==> src/design/atp_pkg.sv <==
// Shared types, constants and helper functions for the tilt and proximity pipeline.
package atp_pkg;

  localparam int CORDIC_STEPS_DEF = 16;
  localparam int ATAN_ENTRIES     = 24;

  // datapath widths
  localparam int XW     = 36;  // CORDIC x/y, operands scaled by 2^16 plus gain headroom
  localparam int ZW     = 27;  // angle accumulator, 2^-16 degree units
  localparam int ROOT_W = 32;  // integer root of (y^2+z^2)*2^32
  localparam int REM_W  = 34;
  localparam int RAD_W  = 32;

  localparam int QUARTER_TURN = 5898240;  // 90 degrees in 2^-16 degree units

  localparam logic signed [15:0] ROLL_LIMIT  = 16'sd23040;
  localparam logic signed [15:0] PITCH_LIMIT = 16'sd11520;

  typedef logic signed [XW-1:0] xy_t;
  typedef logic signed [ZW-1:0] ang_t;

  typedef struct packed {
    xy_t  x;
    xy_t  y;
    ang_t z;
    logic zero;   // both operands were zero
    logic flag;   // passenger bit riding along
  } cordic_t;

  typedef struct packed {
    logic [REM_W-1:0]  rem;
    logic [ROOT_W-1:0] root;
    logic [RAD_W-1:0]  rad;
    logic signed [15:0] ax;
  } sqrt_t;

  // atan(2^-i) in 2^-16 degree units, rounded to nearest
  function automatic ang_t atan_q16(input logic [4:0] idx);
    ang_t a;
    unique case (idx)
      5'd0:  a = ang_t'(2949120);
      5'd1:  a = ang_t'(1740967);
      5'd2:  a = ang_t'(919879);
      5'd3:  a = ang_t'(466945);
      5'd4:  a = ang_t'(234379);
      5'd5:  a = ang_t'(117304);
      5'd6:  a = ang_t'(58666);
      5'd7:  a = ang_t'(29335);
      5'd8:  a = ang_t'(14668);
      5'd9:  a = ang_t'(7334);
      5'd10: a = ang_t'(3667);
      5'd11: a = ang_t'(1833);
      5'd12: a = ang_t'(917);
      5'd13: a = ang_t'(458);
      5'd14: a = ang_t'(229);
      5'd15: a = ang_t'(115);
      5'd16: a = ang_t'(57);
      5'd17: a = ang_t'(29);
      5'd18: a = ang_t'(14);
      5'd19: a = ang_t'(7);
      5'd20: a = ang_t'(4);
      5'd21: a = ang_t'(2);
      5'd22: a = ang_t'(1);
      default: a = '0;
    endcase
    return a;
  endfunction

  // Vectoring start: turn a left-half-plane vector by +-90 deg into the right half.
  function automatic cordic_t cordic_init(input xy_t y, input xy_t x, input logic flag);
    cordic_t c;
    c.zero = (x == '0) && (y == '0);
    c.flag = flag;
    if (x < 0) begin
      if (y >= 0) begin
        c.x = y;
        c.y = -x;
        c.z = ang_t'(QUARTER_TURN);
      end else begin
        c.x = -y;
        c.y = x;
        c.z = -ang_t'(QUARTER_TURN);
      end
    end else begin
      c.x = x;
      c.y = y;
      c.z = '0;
    end
    return c;
  endfunction

  // 2^-16 deg -> 1/128 deg, ties away from zero, then clamp.
  function automatic logic signed [15:0] round_clamp(input ang_t z, input logic zero,
                                                      input logic signed [15:0] lim);
    logic [ZW-1:0]        mag;
    logic [ZW-1:0]        q;
    logic signed [ZW-1:0] r;
    mag = z[ZW-1] ? ZW'(-z) : ZW'(z);
    q   = (mag + ZW'(256)) >> 9;
    r   = z[ZW-1] ? -$signed(q) : $signed(q);
    if (zero) begin
      r = '0;
    end else if (r > ang_t'(lim)) begin
      r = ang_t'(lim);
    end else if (r < -ang_t'(lim)) begin
      r = -ang_t'(lim);
    end
    return r[15:0];
  endfunction

endpackage

==> src/design/atp_cordic_cell.sv <==
// One vectoring CORDIC micro-rotation with a fixed shift.
module atp_cordic_cell #(
  parameter int SHIFT = 0
) (
  input  logic              clk,
  input  logic              en,
  input  atp_pkg::cordic_t  d_i,
  output atp_pkg::cordic_t  q_o
);

  atp_pkg::cordic_t cell_r;
  atp_pkg::cordic_t cell_nxt;
  atp_pkg::xy_t     xs;
  atp_pkg::xy_t     ys;
  atp_pkg::ang_t    step;

  always_comb begin
    xs       = d_i.x >>> SHIFT;
    ys       = d_i.y >>> SHIFT;
    step     = atp_pkg::atan_q16(5'(SHIFT));
    cell_nxt = d_i;
    if (!d_i.y[atp_pkg::XW-1]) begin
      cell_nxt.x = d_i.x + ys;
      cell_nxt.y = d_i.y - xs;
      cell_nxt.z = d_i.z + step;
    end else begin
      cell_nxt.x = d_i.x - ys;
      cell_nxt.y = d_i.y + xs;
      cell_nxt.z = d_i.z - step;
    end
  end

  always_ff @(posedge clk) begin
    if (en) begin
      cell_r <= cell_nxt;
    end
  end

  assign q_o = cell_r;

endmodule

==> config.mk <==
export PLATFORM = sky130hd
export DESIGN_NAME = atp_cordic_cell
export DESIGN_NICKNAME = d
export VERILOG_FILES = /design/src/design/atp_pkg.sv /design/src/design/atp_cordic_cell.sv
export SDC_FILE = /design/constraint.sdc
export NUM_CORES = 1
export LEC_CHECK = 0
export ABC_CLOCK_PERIOD_IN_PS = 3000
export BUFFER_PORTS_ARGS = -buffer_cell sky130_fd_sc_hd__buf_4
export CAP_MARGIN = 20
export CORE_MARGIN = 2
export CORE_UTILIZATION = 33
export DETAILED_ROUTE_END_ITERATION = 10
export PLACE_DENSITY = 0.63
export SYNTH_ARGS = -nofsm -noshare
export SYNTH_HDL_FRONTEND = slang
export SYNTH_SLANG_ARGS = --single-unit
==> constraint.sdc <==
create_clock -name clk -period 3 [get_ports clk]
set_clock_uncertainty 0.15 [all_clocks]
set_input_delay 0.3 -clock clk [delete_from_list [all_inputs] [get_ports clk]]
set_output_delay 0.3 -clock clk [all_outputs]
set_load 0.05 [all_outputs]
[Word level (Yosys, flattened, before mapping)]
Cells that the tools add are included.
Storage, ports and cells
  register bits: 101
  output and inout port bits: 101
Operators by class
  mux-type cells: 1
  add/sub/neg operators: 5
Operators by type and width (number)
  two-way mux 99 bit: 1
  subtractor 36 bit: 2
  adder 36 bit: 1
  adder 27 x 23 -> 27 bit (second input constant): 1
  subtractor 27 x 23 -> 27 bit (second input constant): 1

[Depth between registers and ports, before layout]
  depth in word-level cells: 2
  depth in mapped cells: 13

[Least setup slack after synthesis]
No wires, ideal clock.
  path kind: input to register
  start point: input port d_i[29] (netlist name)
  end point: register cell_r, in the netlist q_o[53] (data pin)
  stages on the path: 12
  required time: 2581 ps
  slack: -122 ps
  arrival time: 2703 ps
  setup time: 269 ps
  cells stage by stage: ha_1 > inv_1 > fa_1 > o21ba_2 > nor4_1 > o31ai_1 > a2111oi_0 > or2_2 > a21boi_0 > o31ai_1 > a22oi_1 > xor2_1
RTL lines
  from (decl): line atp_cordic_cell.sv:7  | input atp_pkg::cordic_t d_i,
  to (signal assigned): line atp_cordic_cell.sv:35  | cell_r <= cell_nxt;
  to (decl): line atp_cordic_cell.sv:11  | atp_pkg::cordic_t cell_r;

==> impl_metrics.json <==
{
  "status": "completed",
  "final_core_util": 0.4935,
  "hold_path_class": "primary input to flip-flop",
  "route.vias.total": 10337,
  "cp_data_required_time_ns": 2.99,
  "cts_tree": "done",
  "avgSynthCellArea_um2": 8.696,
  "chipWidth_um": 177.5,
  "wirelength_mm": 34.93,
  "portBuffers": 203,
  "synth-seq-cells": 100,
  "antennaDiodeCount": 0,
  "power.leakage_nw": 6.667,
  "clk_pin_slew_worst_paths_ns": 0.08,
  "final_nets": 1822,
  "hold_violations": 0,
  "num_rows": 63,
  "yosys-top-cells-area": "edfxtp_1 (30%), ha_1 (15%), a21oi_1 (6.2%), xnor2_1 (5.9%), inv_1 (4.7%)",
  "crit_path_start_kind": "primary input",
  "grt_pass1_wl_mm": 52.85,
  "irDropWorstVdd_v": 0.0002999,
  "arrival_ns": 2.94,
  "cts-root-buf": "clkbuf_16",
  "place_hpwl_mm": 28.04,
  "track_usage": 0.2158,
  "grt_use_met2": 0.3534,
  "max_cap_violations": 0,
  "p_total_mw": 6.451,
  "largest_reg_flops": 100,
  "max_freq_ghz": 0.3381,
  "htree_levels": 3,
  "overflow": 0,
  "relSlewSlack": 0.4971,
  "synth_enable_flop_cells": 100,
  "synthFlopType": "edfxtp_1",
  "synth_top_cell_by_area": "edfxtp_1",
  "grt_use_met1": 0.2940,
  "multiInputGateArea_mm2": 0.006581,
  "cts_made_buffers": 9,
  "period_needed_ns": 2.958,
  "core_area_mm2": 0.02964,
  "synthTopCellsByCount": "a21oi_1 (124), inv_1 (124), ha_1 (118)",
  "syn_area_mm2": 0.009931,
  "clock_sinks": 100,
  "start_util": 0.3351,
  "antenna_found_initial": 0,
  "syn_inst": 1142,
  "post-route-drc-count": 0,
  "gp_congestion": 0.9284,
  "cts.path.max_buffers": 2,
  "fill_cells": 2879,
  "yosys.area.top_type_share": 0.3024,
  "ant_nets": 0,
  "synth_cell_types": 76,
  "worst_pin_slew_ns": 0.7543,
  "area_growth_pct": 47.27,
  "wl_per_cell_um": 17.53,
  "first_global_vias": 9994,
  "finalMaxSlewViolations": 0,
  "met3_usage": 0.03192,
  "first_pass_iters": 5,
  "rsz0062_at_grt": "true",
  "die_h_um": 177.5,
  "top_usage_layer": "met2",
  "yosys_warnings": 0,
  "drive_gt1_frac": 0.3571,
  "crit_path_max_fanout": 5,
  "io_pins": 204,
  "p_per_area_mw_per_mm2": 441.1,
  "syn_nets": 1367,
  "regArea_mm2": 0.003003,
  "async_flop_share": 0,
  "end_kind": "flip-flop",
  "finalSetupViolations": 0,
  "drt_iter0_markers": 777,
  "fin_crit_sh": 0.9860,
  "path_class": "primary input to flip-flop",
  "vias_per_cell": 5.189,
  "ys_seq_area_frac": 0.3024,
  "grt_start_max_net_pins": 69,
  "die_area_mm2": 0.03150
}
## cell type report
cell class,instances,share of cell area
multi-input combinational,863,0.4500
timing repair buffer,496,0.2588
sequential,100,0.2053
tap,390,0.03336
inverter,127,0.03259
clock buffer,9,0.01540
clock inverter,7,0.004534
## critical path, stage by stage
cell	delay, ns
buf_4	0.11
inv_1	0.15
ha_1	0.28
nor2b_1	0.16
o21bai_2	0.21
a21oi_2	0.12
o32a_4	0.37
a2111oi_4	0.29
buf_4	0.19
o31ai_4	0.11
a2111oi_4	0.41
nor3_2	0.09
xnor2_1	0.13
## where the power goes
group | internal (mW) | total, mW | switching [mW]
Sequential | 1.82 | 1.89 | 0.0666
Combinational | 1.31 | 3.32 | 2.01
Clock | 0.590 | 1.24 | 0.652
## cell usage in the layout, fill, tap and decap left out, types with 5 or more instances in the layout
master,n
nor2_1,82
nand2b_1,10
a31oi_1,9
clkbuf_16,9
nor3_1,28
nand4_1,13
nand2_1,46
a21boi_0,5
edfxtp_1,100
nor4_1,9
mux2i_1,13
a211oi_1,17
buf_4,476
and2_1,5
o21ai_0,61
o21ai_1,7
a21oi_1,118
xor2_1,5
ha_1,112
or3_1,6
or2_2,7
dlygate4sd3_1,18
o21a_1,10
a21oi_2,6
o21bai_1,24
o211ai_1,7
nor2b_1,11
o31ai_1,15
a21o_1,31
inv_1,122
xnor2_1,67
a311oi_1,7
nand3_1,18
## per-stage QoR
| stage | setup TNS, ns | area (µm²) | worst slack (ns) | hold slack (ns) | std cells |
|---|---|---|---|---|---|
| final | 0 | 14630 | 0.04190 | 0.07104 | 1992 |
| after global routing | -0.1128 | 14630 | -0.07755 | 0.08621 | 1992 |
| after CTS | 0 | 14350 | 0.001529 | 0.06877 | 1985 |
| after detailed placement | -13.00 | 13820 | -0.5058 | 0.3294 | 1951 |
| after global placement | -13.48 | 13820 | -0.5408 | 0.3283 | 1951 |
| after floorplan | 0 | 10000 | 0.004511 | 0.2489 | 1142 |
## layer usage
metal | up-vias | share of wire
li1 | 5049 | -
met1 | 4887 | 0.46
met2 | 357 | 0.46
met3 | 44 | 0.064
met4 | 0 | 0.019
met5 | - | 0
## final timing paths
path	startpoint	endpoint	slack, ns	depth (start not counted)
max	d_i[30]	q_o[62]	0.04	13
min	d_i[100]	q_o[100]	0.07	2
## logic make-up (layout without fill, tap and decap cells)
logic type | Yosys count | count (layout) | synth area share
flops | 100 | 100 | 0.3024
compound gates | 397 | 397 | 0.2682
buf+inv | 179 | 639 | 0.06967
mux | 14 | 14 | 0.01424
fa+ha+maj | 122 | 122 | 0.1567
simple gates | 258 | 258 | 0.1252
xor+xnor | 72 | 72 | 0.06350
## repair_timing
action | CTS | global route
gates resized for setup | 12 | 49
hold buffers | 18 | 0
pin swaps | 6 | 25
setup buffers | 0 | 7
endpoints found under the hold margin | 18 | 0
endpoints found under the setup margin | 10 | 32
Note: power is estimated with default switching activity, not from simulation.
