===== config.mk =====
export PLATFORM = sky130hd
export DESIGN_NAME = atp_sqrt_cell
export DESIGN_NICKNAME = d
export VERILOG_FILES = /design/src/design/atp_pkg.sv /design/src/design/atp_sqrt_cell.sv
export SDC_FILE = /design/constraint.sdc
export NUM_CORES = 1
export LEC_CHECK = 0
export BUFFER_PORTS_ARGS = -buffer_cell sky130_fd_sc_hd__buf_2
export CAP_MARGIN = 20
export CORE_MARGIN = 2
export CORE_UTILIZATION = 42
export CTS_CLUSTER_SIZE = 24
export DETAILED_ROUTE_END_ITERATION = 10
export HOLD_SLACK_MARGIN = 0.08
export PLACE_DENSITY = 0.85
export SKIP_LAST_GASP = 1
export SLEW_MARGIN = 20
export SYNTH_ARGS = -nofsm -noshare
export SYNTH_HDL_FRONTEND = slang
export SYNTH_SLANG_ARGS = --single-unit

===== constraint.sdc =====
create_clock -name clk -period 2.6 [get_ports clk]
set_clock_uncertainty 0.05 [all_clocks]
set_input_delay 0.52 -clock clk [delete_from_list [all_inputs] [get_ports clk]]
set_output_delay 0.52 -clock clk [all_outputs]
set_load 0.02 [all_outputs]

===== src/design/atp_pkg.sv =====
// Shared types, constants and helper functions for the tilt and proximity pipeline.
package atp_pkg;

  localparam int CORDIC_STEPS_DEF = 16;
  localparam int ATAN_ENTRIES     = 24;

  // datapath widths
  localparam int XW     = 36;  // CORDIC x/y, operands scaled by 2^16 plus gain headroom
  localparam int ZW     = 27;  // angle accumulator, 2^-16 degree units
  localparam int ROOT_W = 32;  // integer root of (y^2+z^2)*2^32
  localparam int REM_W  = 34;
  localparam int RAD_W  = 32;

  localparam int QUARTER_TURN = 5898240;  // 90 degrees in 2^-16 degree units

  localparam logic signed [15:0] ROLL_LIMIT  = 16'sd23040;
  localparam logic signed [15:0] PITCH_LIMIT = 16'sd11520;

  typedef logic signed [XW-1:0] xy_t;
  typedef logic signed [ZW-1:0] ang_t;

  typedef struct packed {
    xy_t  x;
    xy_t  y;
    ang_t z;
    logic zero;   // both operands were zero
    logic flag;   // passenger bit riding along
  } cordic_t;

  typedef struct packed {
    logic [REM_W-1:0]  rem;
    logic [ROOT_W-1:0] root;
    logic [RAD_W-1:0]  rad;
    logic signed [15:0] ax;
  } sqrt_t;

  // atan(2^-i) in 2^-16 degree units, rounded to nearest
  function automatic ang_t atan_q16(input logic [4:0] idx);
    ang_t a;
    unique case (idx)
      5'd0:  a = ang_t'(2949120);
      5'd1:  a = ang_t'(1740967);
      5'd2:  a = ang_t'(919879);
      5'd3:  a = ang_t'(466945);
      5'd4:  a = ang_t'(234379);
      5'd5:  a = ang_t'(117304);
      5'd6:  a = ang_t'(58666);
      5'd7:  a = ang_t'(29335);
      5'd8:  a = ang_t'(14668);
      5'd9:  a = ang_t'(7334);
      5'd10: a = ang_t'(3667);
      5'd11: a = ang_t'(1833);
      5'd12: a = ang_t'(917);
      5'd13: a = ang_t'(458);
      5'd14: a = ang_t'(229);
      5'd15: a = ang_t'(115);
      5'd16: a = ang_t'(57);
      5'd17: a = ang_t'(29);
      5'd18: a = ang_t'(14);
      5'd19: a = ang_t'(7);
      5'd20: a = ang_t'(4);
      5'd21: a = ang_t'(2);
      5'd22: a = ang_t'(1);
      default: a = '0;
    endcase
    return a;
  endfunction

  // Vectoring start: turn a left-half-plane vector by +-90 deg into the right half.
  function automatic cordic_t cordic_init(input xy_t y, input xy_t x, input logic flag);
    cordic_t c;
    c.zero = (x == '0) && (y == '0);
    c.flag = flag;
    if (x < 0) begin
      if (y >= 0) begin
        c.x = y;
        c.y = -x;
        c.z = ang_t'(QUARTER_TURN);
      end else begin
        c.x = -y;
        c.y = x;
        c.z = -ang_t'(QUARTER_TURN);
      end
    end else begin
      c.x = x;
      c.y = y;
      c.z = '0;
    end
    return c;
  endfunction

  // 2^-16 deg -> 1/128 deg, ties away from zero, then clamp.
  function automatic logic signed [15:0] round_clamp(input ang_t z, input logic zero,
                                                      input logic signed [15:0] lim);
    logic [ZW-1:0]        mag;
    logic [ZW-1:0]        q;
    logic signed [ZW-1:0] r;
    mag = z[ZW-1] ? ZW'(-z) : ZW'(z);
    q   = (mag + ZW'(256)) >> 9;
    r   = z[ZW-1] ? -$signed(q) : $signed(q);
    if (zero) begin
      r = '0;
    end else if (r > ang_t'(lim)) begin
      r = ang_t'(lim);
    end else if (r < -ang_t'(lim)) begin
      r = -ang_t'(lim);
    end
    return r[15:0];
  endfunction

endpackage


===== src/design/atp_sqrt_cell.sv =====
// One root bit of the pipelined integer square root.
module atp_sqrt_cell (
  input  logic            clk,
  input  logic            en,
  input  atp_pkg::sqrt_t  d_i,
  output atp_pkg::sqrt_t  q_o
);

  atp_pkg::sqrt_t               cell_r;
  atp_pkg::sqrt_t               cell_nxt;
  logic [atp_pkg::REM_W+1:0]    rem_sh;
  logic [atp_pkg::REM_W+1:0]    trial;

  always_comb begin
    rem_sh   = {d_i.rem, d_i.rad[atp_pkg::RAD_W-1 -: 2]};
    trial    = {2'b00, d_i.root, 2'b01};
    cell_nxt = d_i;
    cell_nxt.rad = {d_i.rad[atp_pkg::RAD_W-3:0], 2'b00};
    if (rem_sh >= trial) begin
      cell_nxt.rem  = atp_pkg::REM_W'(rem_sh - trial);
      cell_nxt.root = {d_i.root[atp_pkg::ROOT_W-2:0], 1'b1};
    end else begin
      cell_nxt.rem  = rem_sh[atp_pkg::REM_W-1:0];
      cell_nxt.root = {d_i.root[atp_pkg::ROOT_W-2:0], 1'b0};
    end
  end

  always_ff @(posedge clk) begin
    if (en) begin
      cell_r <= cell_nxt;
    end
  end

  assign q_o = cell_r;

endmodule


* Yosys cells after proc, flatten, opt, wreduce, memory -nomap -nowiden
Index checks and enable logic that the tools add are counted.
** Storage, ports and cells
- Output and inout port bits :: 114
- Register bits :: 112
** Cells by class
- Multiplexer cells :: 1
- $lt $le $gt $ge :: 1
- Add/sub/neg operators :: 1
** Operator list (count)
- two-way mux 66 bit :: 1
- >= comparator 36 x 34 -> 1 bit :: 1
- subtractor 34 bit :: 1

* Longest topological paths before layout
Gate-level depths: netlist of the first run.
- Depth after elaboration :: 2
- Gate-level depth with buffers :: 13
- Depth with buffers taken out :: 10

* Worst setup path after synthesis of the first run
Ideal clock, no wire load.
- Kind :: input to register
- From :: input d_i[57] in the netlist's numbering
- To :: register cell_r, in the netlist q_o[107] (data pin)
- Setup slack :: -0.229 ns
- Path buffers :: 0
- Setup time :: 0.260 ns
- Stages :: 10
- Data arrival time :: 2.519 ns
- Required time :: 2.290 ns
- Path through :: inv_1 > ha_1 > a21o_1 > a31o_1 > a211oi_4 > o211ai_2 > a21bo_2 > mux2i_1 > o221ai_1 > mux2_4
** RTL lines
- from (decl) :: line atp_sqrt_cell.sv:5 : input atp_pkg::sqrt_t d_i,
- to (signal assigned) :: line atp_sqrt_cell.sv:30 : cell_r <= cell_nxt;
- to (decl) :: line atp_sqrt_cell.sv:9 : atp_pkg::sqrt_t cell_r;

==> results of run 1 <==
kinds of logic after synthesis:
group | after synthesis | synth area share (%)
AOI/OAI and AO/OA | 133 | 15.98
xor gates and xnor gates | 27 | 4.053
adders and majority gates | 34 | 7.291
buffers and inverters | 59 | 4.417
DFF | 112 | 57.65
muxes | 5 | 0.9436
other | 1 | 0.06427
and+or+nand+nor | 120 | 9.608
per-stage QoR:
stage                     total power, W  cell area, um2  std cells  hold WS, ns  TNS (ns)
final                           0.005216            8775       1012       0.2799         0
after global routing            0.005453            8775       1012       0.2655   -0.4421
after global placement          0.003668            8019        984       0.6462    -8.976
after floorplan                 0.003089            5963        492       0.5689   -0.1326
after detailed placement        0.003701            8019        984       0.6481    -11.96
after CTS                       0.005158            8442       1003       0.2728  -0.04222
worst paths after layout:
check | from | end | slack (ns) | cells after the start
worst max-delay path | d_i[63] | q_o[107] | 0.06 | 11
worst min-delay path | d_i[6] | q_o[6] | 0.28 | 1
area by class of cell:
| cell class | instances | area share (%) |
|---|---|---|
| Multi-Input combinational cell | 321 | 29.40 |
| Clock buffer | 9 | 2.567 |
| Inverter | 43 | 1.954 |
| Tap cell | 180 | 2.567 |
| Timing Repair Buffer | 341 | 24.30 |
| Sequential cell | 112 | 38.33 |
| Clock inverter | 6 | 0.8841 |
placed cells by master (no fill, tap or decap), types with 6 or more instances in the layout:
master | netlist | final
buf_2 | 6 | 219
edfxtp_1 | 112 | 112
buf_4 | 2 | 108
nand2_1 | 58 | 55
inv_1 | 42 | 34
o21ai_0 | 41 | 30
a21oi_1 | 28 | 23
a21o_1 | 19 | 19
nor2_1 | 18 | 17
ha_1 | 34 | 17
ha_4 | 0 | 16
o21ai_1 | 4 | 14
xnor2_1 | 14 | 14
xor2_1 | 13 | 13
nor3_1 | 10 | 9
clkbuf_16 | 0 | 9
inv_2 | 0 | 6
nand4_1 | 6 | 6
buf_6 | 1 | 6
power by group:
part	switching, W	internal [W]	total (W)
clock network	0.000670	0.000760	0.00143
registers	0.0000458	0.00222	0.00226
logic	0.000845	0.000679	0.00152
Yosys cell counts, drive strengths merged, types with 3 or more instances:
cell type,count,area share (%)
o41ai,3,0.84
xor2,13,2.0
and2,5,0.58
o31ai,5,0.73
o21ai,46,4.0
a21o,20,2.6
edfxtp,112,58
mux2i,4,0.69
nand2,58,3.7
o211ai,3,0.47
clkbuf,7,0.66
buf,9,0.96
nand2b,5,0.54
xnor2,14,2.1
inv,42,2.7
nand3,6,0.51
nor3,10,0.86
o21a,3,0.39
a31oi,5,0.79
and3,5,0.60
a21oi,28,2.4
ha,34,7.3
nor2,18,1.2
nand4,7,0.86
per-layer routing:
layer,global-route usage [%],up-vias
met3,3.230,17
li1,-,2475
met4,7.759,0
met1,24.83,2342
met5,0,-
met2,35.23,159
worst max-delay path, stage by stage:
cell,delay [ns]
buf_2,0.11
inv_1,0.09
ha_4,0.21
a21o_1,0.20
a221oi_2,0.24
o31a_1,0.21
o221ai_2,0.16
a211oi_2,0.25
o21a_4,0.24
clkinv_4,0.08
mux2_4,0.29
what timing repair did:
| action | CTS | global route |
|---|---|---|
| endpoints found under the setup margin | 6 | 34 |
| buffers inserted | 3 | 9 |
| cloned | 1 | 0 |
| pin swaps | 13 | 24 |
| gates resized for setup | 9 | 60 |
| hold buffers | 0 | 0 |
==> metrics.md, run 1 <==
| Metric | Value |
|---|---|
| Layout area overhead | 50.40% |
| Synth warn | 0 |
| Ys async rst share | 0% |
| WP data arrival | approximately 2.6 ns |
| NumNets Final | 978 |
| Max VDD drop | 0.4306 mV |
| Power Density | around 590 nW/um2 |
| Finish-stage setup viols | 0 |
| Worst min-delay path category | primary input to flop |
| Clock transition at path regs | 0.08 ns |
| RSZ-0062 raised after global routing | true |
| IO Count | 230 |
| Seq/Total Area, Yosys | roughly 58% |
| Crit. End Element | flop |
| CP required | 2.66 ns |
| DR WL/cell | 15.52 um |
| Total grt overflow | 0 |
| Crit share post-route | between 90% and 100% |
| # rows | 43 |
| Critical path class | primary input to flop |
| Initial antenna violation count | 0 |
| Final ANT Viol Nets | 0 |
| Gr usage total | 20.09% |
| Post-synth EDFFs | 112 |
| Register bit total from synthesis | 112 |
| Status | finished clean |
| Via-to-Cell Ratio | 4.934 |
| Clock buffer count from CTS | 9 |
| Iter 0 DRT Violations | 363 |
| Final hold vios | 0 |
| Core area | ~14000 um2 |
| Initial core utilization | 42.53% |
| Ys flop type | edfxtp_1 |
| Min Tclk post-route | 2.540 ns |
| Worst slack, placed | -0.4491 ns |
| Fmax | 393.7 MHz |
| DIE AREA | about 15000 um2 |
| Port buffer count | between 200 and 250 |
| Drt drc | 0 |
| Met3 wire length | 937 um |
| Die Ht | approximately 120 um |
| First-pass GRT wire length | about 23000 um |
| Leak pwr | 3.930 nW |
| Final WS setup | between 0.06 and 0.07 ns |
| Met1 wire length | between 6000 and 7000 um |
| Vias in the first global route | about 4700 |
| Vias | ~5000 |
| Largest net degree at the start of global routing | slightly below 60 |
| Synth Instances | between 400 and 500 |
| Post-detail-place hpwl | 11880 um |
| Max-cap violations | 0 |
| DR pass1 iterations | 5 |
| Routed met2 length | about 8000 um |
| CP startpoint kind | primary input |
| FF/Latch Area | approximately 3400 um2 |
| Inserted Diodes | 0 |
| CTS tree | yes |
| Root buf cell | clkbuf_16 |
| WL final | 15710 um |
| Num Clock Sinks | 112 |
| Final core occ | 63.96% |
| Post-synth cell types | 62 |
| Multi-input gate area | approximately 2600 um2 |
| Crit path max fanout | 6 |
| Max FFs per register | 112 |
| H-tree levels | 3 |
| Synth Area per Inst | 11.88 um2 |
| Max Buffers Root-to-Sink | 2 |
| Top sig layer | met4 |
| Slew Viols, Final | 0 |
| # fillers | roughly 1100 |
| Die X-Extent | 121.9 um |
| Share of cells above drive strength 1 | between 50% and 60% |
| Gpl congestion | 0.8936 |
| Mapped cell area | between 5000 and 6000 um2 |
Power figures use the tool's default switching activity.
==> run 2: changes to the inputs <==
--- a/config.mk
+++ b/config.mk
@@ -7,7 +7,6 @@
 export LEC_CHECK = 0
 export BUFFER_PORTS_ARGS = -buffer_cell sky130_fd_sc_hd__buf_2
 export CAP_MARGIN = 20
-export CORE_MARGIN = 2
 export CORE_UTILIZATION = 42
 export CTS_CLUSTER_SIZE = 24
 export DETAILED_ROUTE_END_ITERATION = 10
==> run 2 against run 1 <==
Against the previous run:
- the run now ends with negative setup slack left
- first-iteration DRC count fell by 30%
- core utilization rose by 0.38 points
- total power fell by 1.6%
- critical path type unchanged
- critical endpoint is now q_o[102]
- largest cell class unchanged
- largest power group unchanged
- highest routed layer unchanged
==> metrics.md, run 2 (synthesized netlist as in run 1, its figures left out) <==
| Metric | Value |
|---|---|
| DP Area | 7906 um2 |
| Met1 wire length | 6117 um |
| Via-to-Cell Ratio | 5.040 |
| CP required | about 2.7 ns |
| Drt drc | 0 |
| Critical path origin | d_i[51] |
| Max Buffers Root-to-Sink | 2 |
| Inserted Diodes | 0 |
| H-tree levels | 3 |
| Fmax | between 300 and 400 MHz |
| Met3 wire length | about 900 um |
| Min Tclk post-route | 2.604 ns |
| Routed met2 length | 8304 um |
| Die X-Extent | 119.9 um |
| Crit path max fanout | 6 |
| Max-cap violations | 0 |
| Commonest non-fill, non-tap cells in the layout | buf_2 (224), edfxtp_1 (112), buf_4 (102) |
| Hold Buf Count CTS | 0 |
| Final Non-Filler Cells | 999 |
| Final hold vios | 0 |
| Port buffer count | ~230 |
| Slew Viols, Final | 0 |
| NumNets Final | 969 |
| RSZ-0062 raised after global routing | true |
| Iter 0 DRT Violations | 254 |
| First-pass GRT wire length | 23770 um |
| Final ANT Viol Nets | 0 |
| Max FFs per register | 112 |
| Status | finished, violations left |
| Final hold slack | ~0.28 ns |
| Final WS setup | -0.003908 ns |
| # fillers | 1043 |
| Clock transition at path regs | ~0.08 ns |
| Num Clock Sinks | 112 |
| WL final | 15560 um |
| Initial antenna violation count | 0 |
| WP data arrival | 2.66 ns |
| Post-detail-place hpwl | around 12000 um |
| Setup crit end | q_o[102] |
| Gr usage total | 21.43% |
| Cell total after placement | 969 |
| Vias | 5035 |
| Worst slack, placed | -0.4354 ns |
| DR WL/cell | 15.58 um |
| Critical path class | primary input to flop |
| Clock buffer count from CTS | 9 |
| Crit. End Element | flop |
| Max VDD drop | between 0.2 and 0.3 mV |
| Power Density | around 600 nW/um2 |
| Initial core utilization | 43.54% |
| DR pass1 iterations | 5 |
| CP startpoint kind | primary input |
| Final instance area | roughly 8600 um2 |
| Top sig layer | met4 |
| Total grt overflow | 0 |
| Gpl congestion | just over 0.8 |
| Layout area overhead | 47.78% |
| Leak pwr | 3.860 nW |
| Finish-stage setup viols | 2 |
| Share of cells above drive strength 1 | 51.52% |
| Largest net degree at the start of global routing | 40 |
| DIE AREA | roughly 14000 um2 |
| Core area | 13400 um2 |
| CTS tree | yes |
| Die Ht | 119.9 um |
| IO Count | 230 |
| # rows | 42 |
| Vias in the first global route | 4976 |
| Root buf cell | clkbuf_16 |
| Commonest non-fill, non-tap cell in the layout | buf_2 |
| Failing checks | negative setup slack |
| Worst min-delay path category | primary input to flop |
| Crit share post-route | 100.2% |
| Total power | 0.005130 W |
run 2: changes by cell type in the layout (fill, tap and decap cells not counted), sizes merged:
cell | previous run | this run
buf | 341 | 332
bufinv | 1 | 0
clkinvlp | 1 | 0
inv | 44 | 47
clkinv | 3 | 2
run 2: critical path, cell delays in order:
cell	delay (ns)
buf_8	0.10
inv_4	0.05
ha_4	0.21
a21o_1	0.22
or3_4	0.38
o21a_4	0.22
a311oi_4	0.33
o21ai_4	0.14
a31oi_4	0.21
xor2_1	0.19
o21ai_1	0.08
run 2: layout make-up:
class | instances | area [um2] | area share, %
repair buffers | 332 | 1971 | 22.86
flip-flops and latches | 112 | 3363 | 39.01
multi-input cells | 321 | 2611 | 30.29
clock inverters | 6 | 60.06 | 0.6966
well taps | 176 | 220.2 | 2.554
inverters | 43 | 171.4 | 1.988
clock buffers | 9 | 225.2 | 2.612
run 2: timing repair:
| action | in CTS | in global routing |
|---|---|---|
| gates resized for setup | 5 | 59 |
| setup buffers | 5 | 10 |
| hold endpoints to repair | 0 | 0 |
| endpoints found under the setup margin | 28 | 34 |
| pin swaps | 6 | 33 |
run 2: worst min-delay path by stage:
stage,start,end,slack (ns),cells past startpoint
2_1_floorplan,d_i[0],q_o[0],0.57,0
3_3_place_gp,d_i[38],q_o[40],0.65,1
3_5_place_dp,d_i[12],q_o[12],0.65,1
4_1_cts,d_i[31],q_o[33],0.27,1
5_1_grt,d_i[31],q_o[33],0.27,1
6_report,d_i[31],q_o[33],0.28,1
run 2: power by group:
group | switching, W | internal (W)
Clock | 0.000691 | 0.000675
Combinational | 0.000844 | 0.000659
Sequential | 0.0000437 | 0.00222
Total | 0.00158 | 0.00355
run 2: per-layer routing:
metal	GRT usage, %	vias to the layer above
met4	6.875	0
met5	0	-
li1	-	2463
met1	24.81	2368
met3	4.087	17
met2	39.52	187
run 2: per-stage QoR:
stage               setup TNS, ns  util, %
global route              -0.1841    64.34
floorplan                 -0.1326        -
detailed placement         -12.43    59.00
finish                  -0.006494    64.34
global placement           -11.35    59.00
CTS                             0    61.65
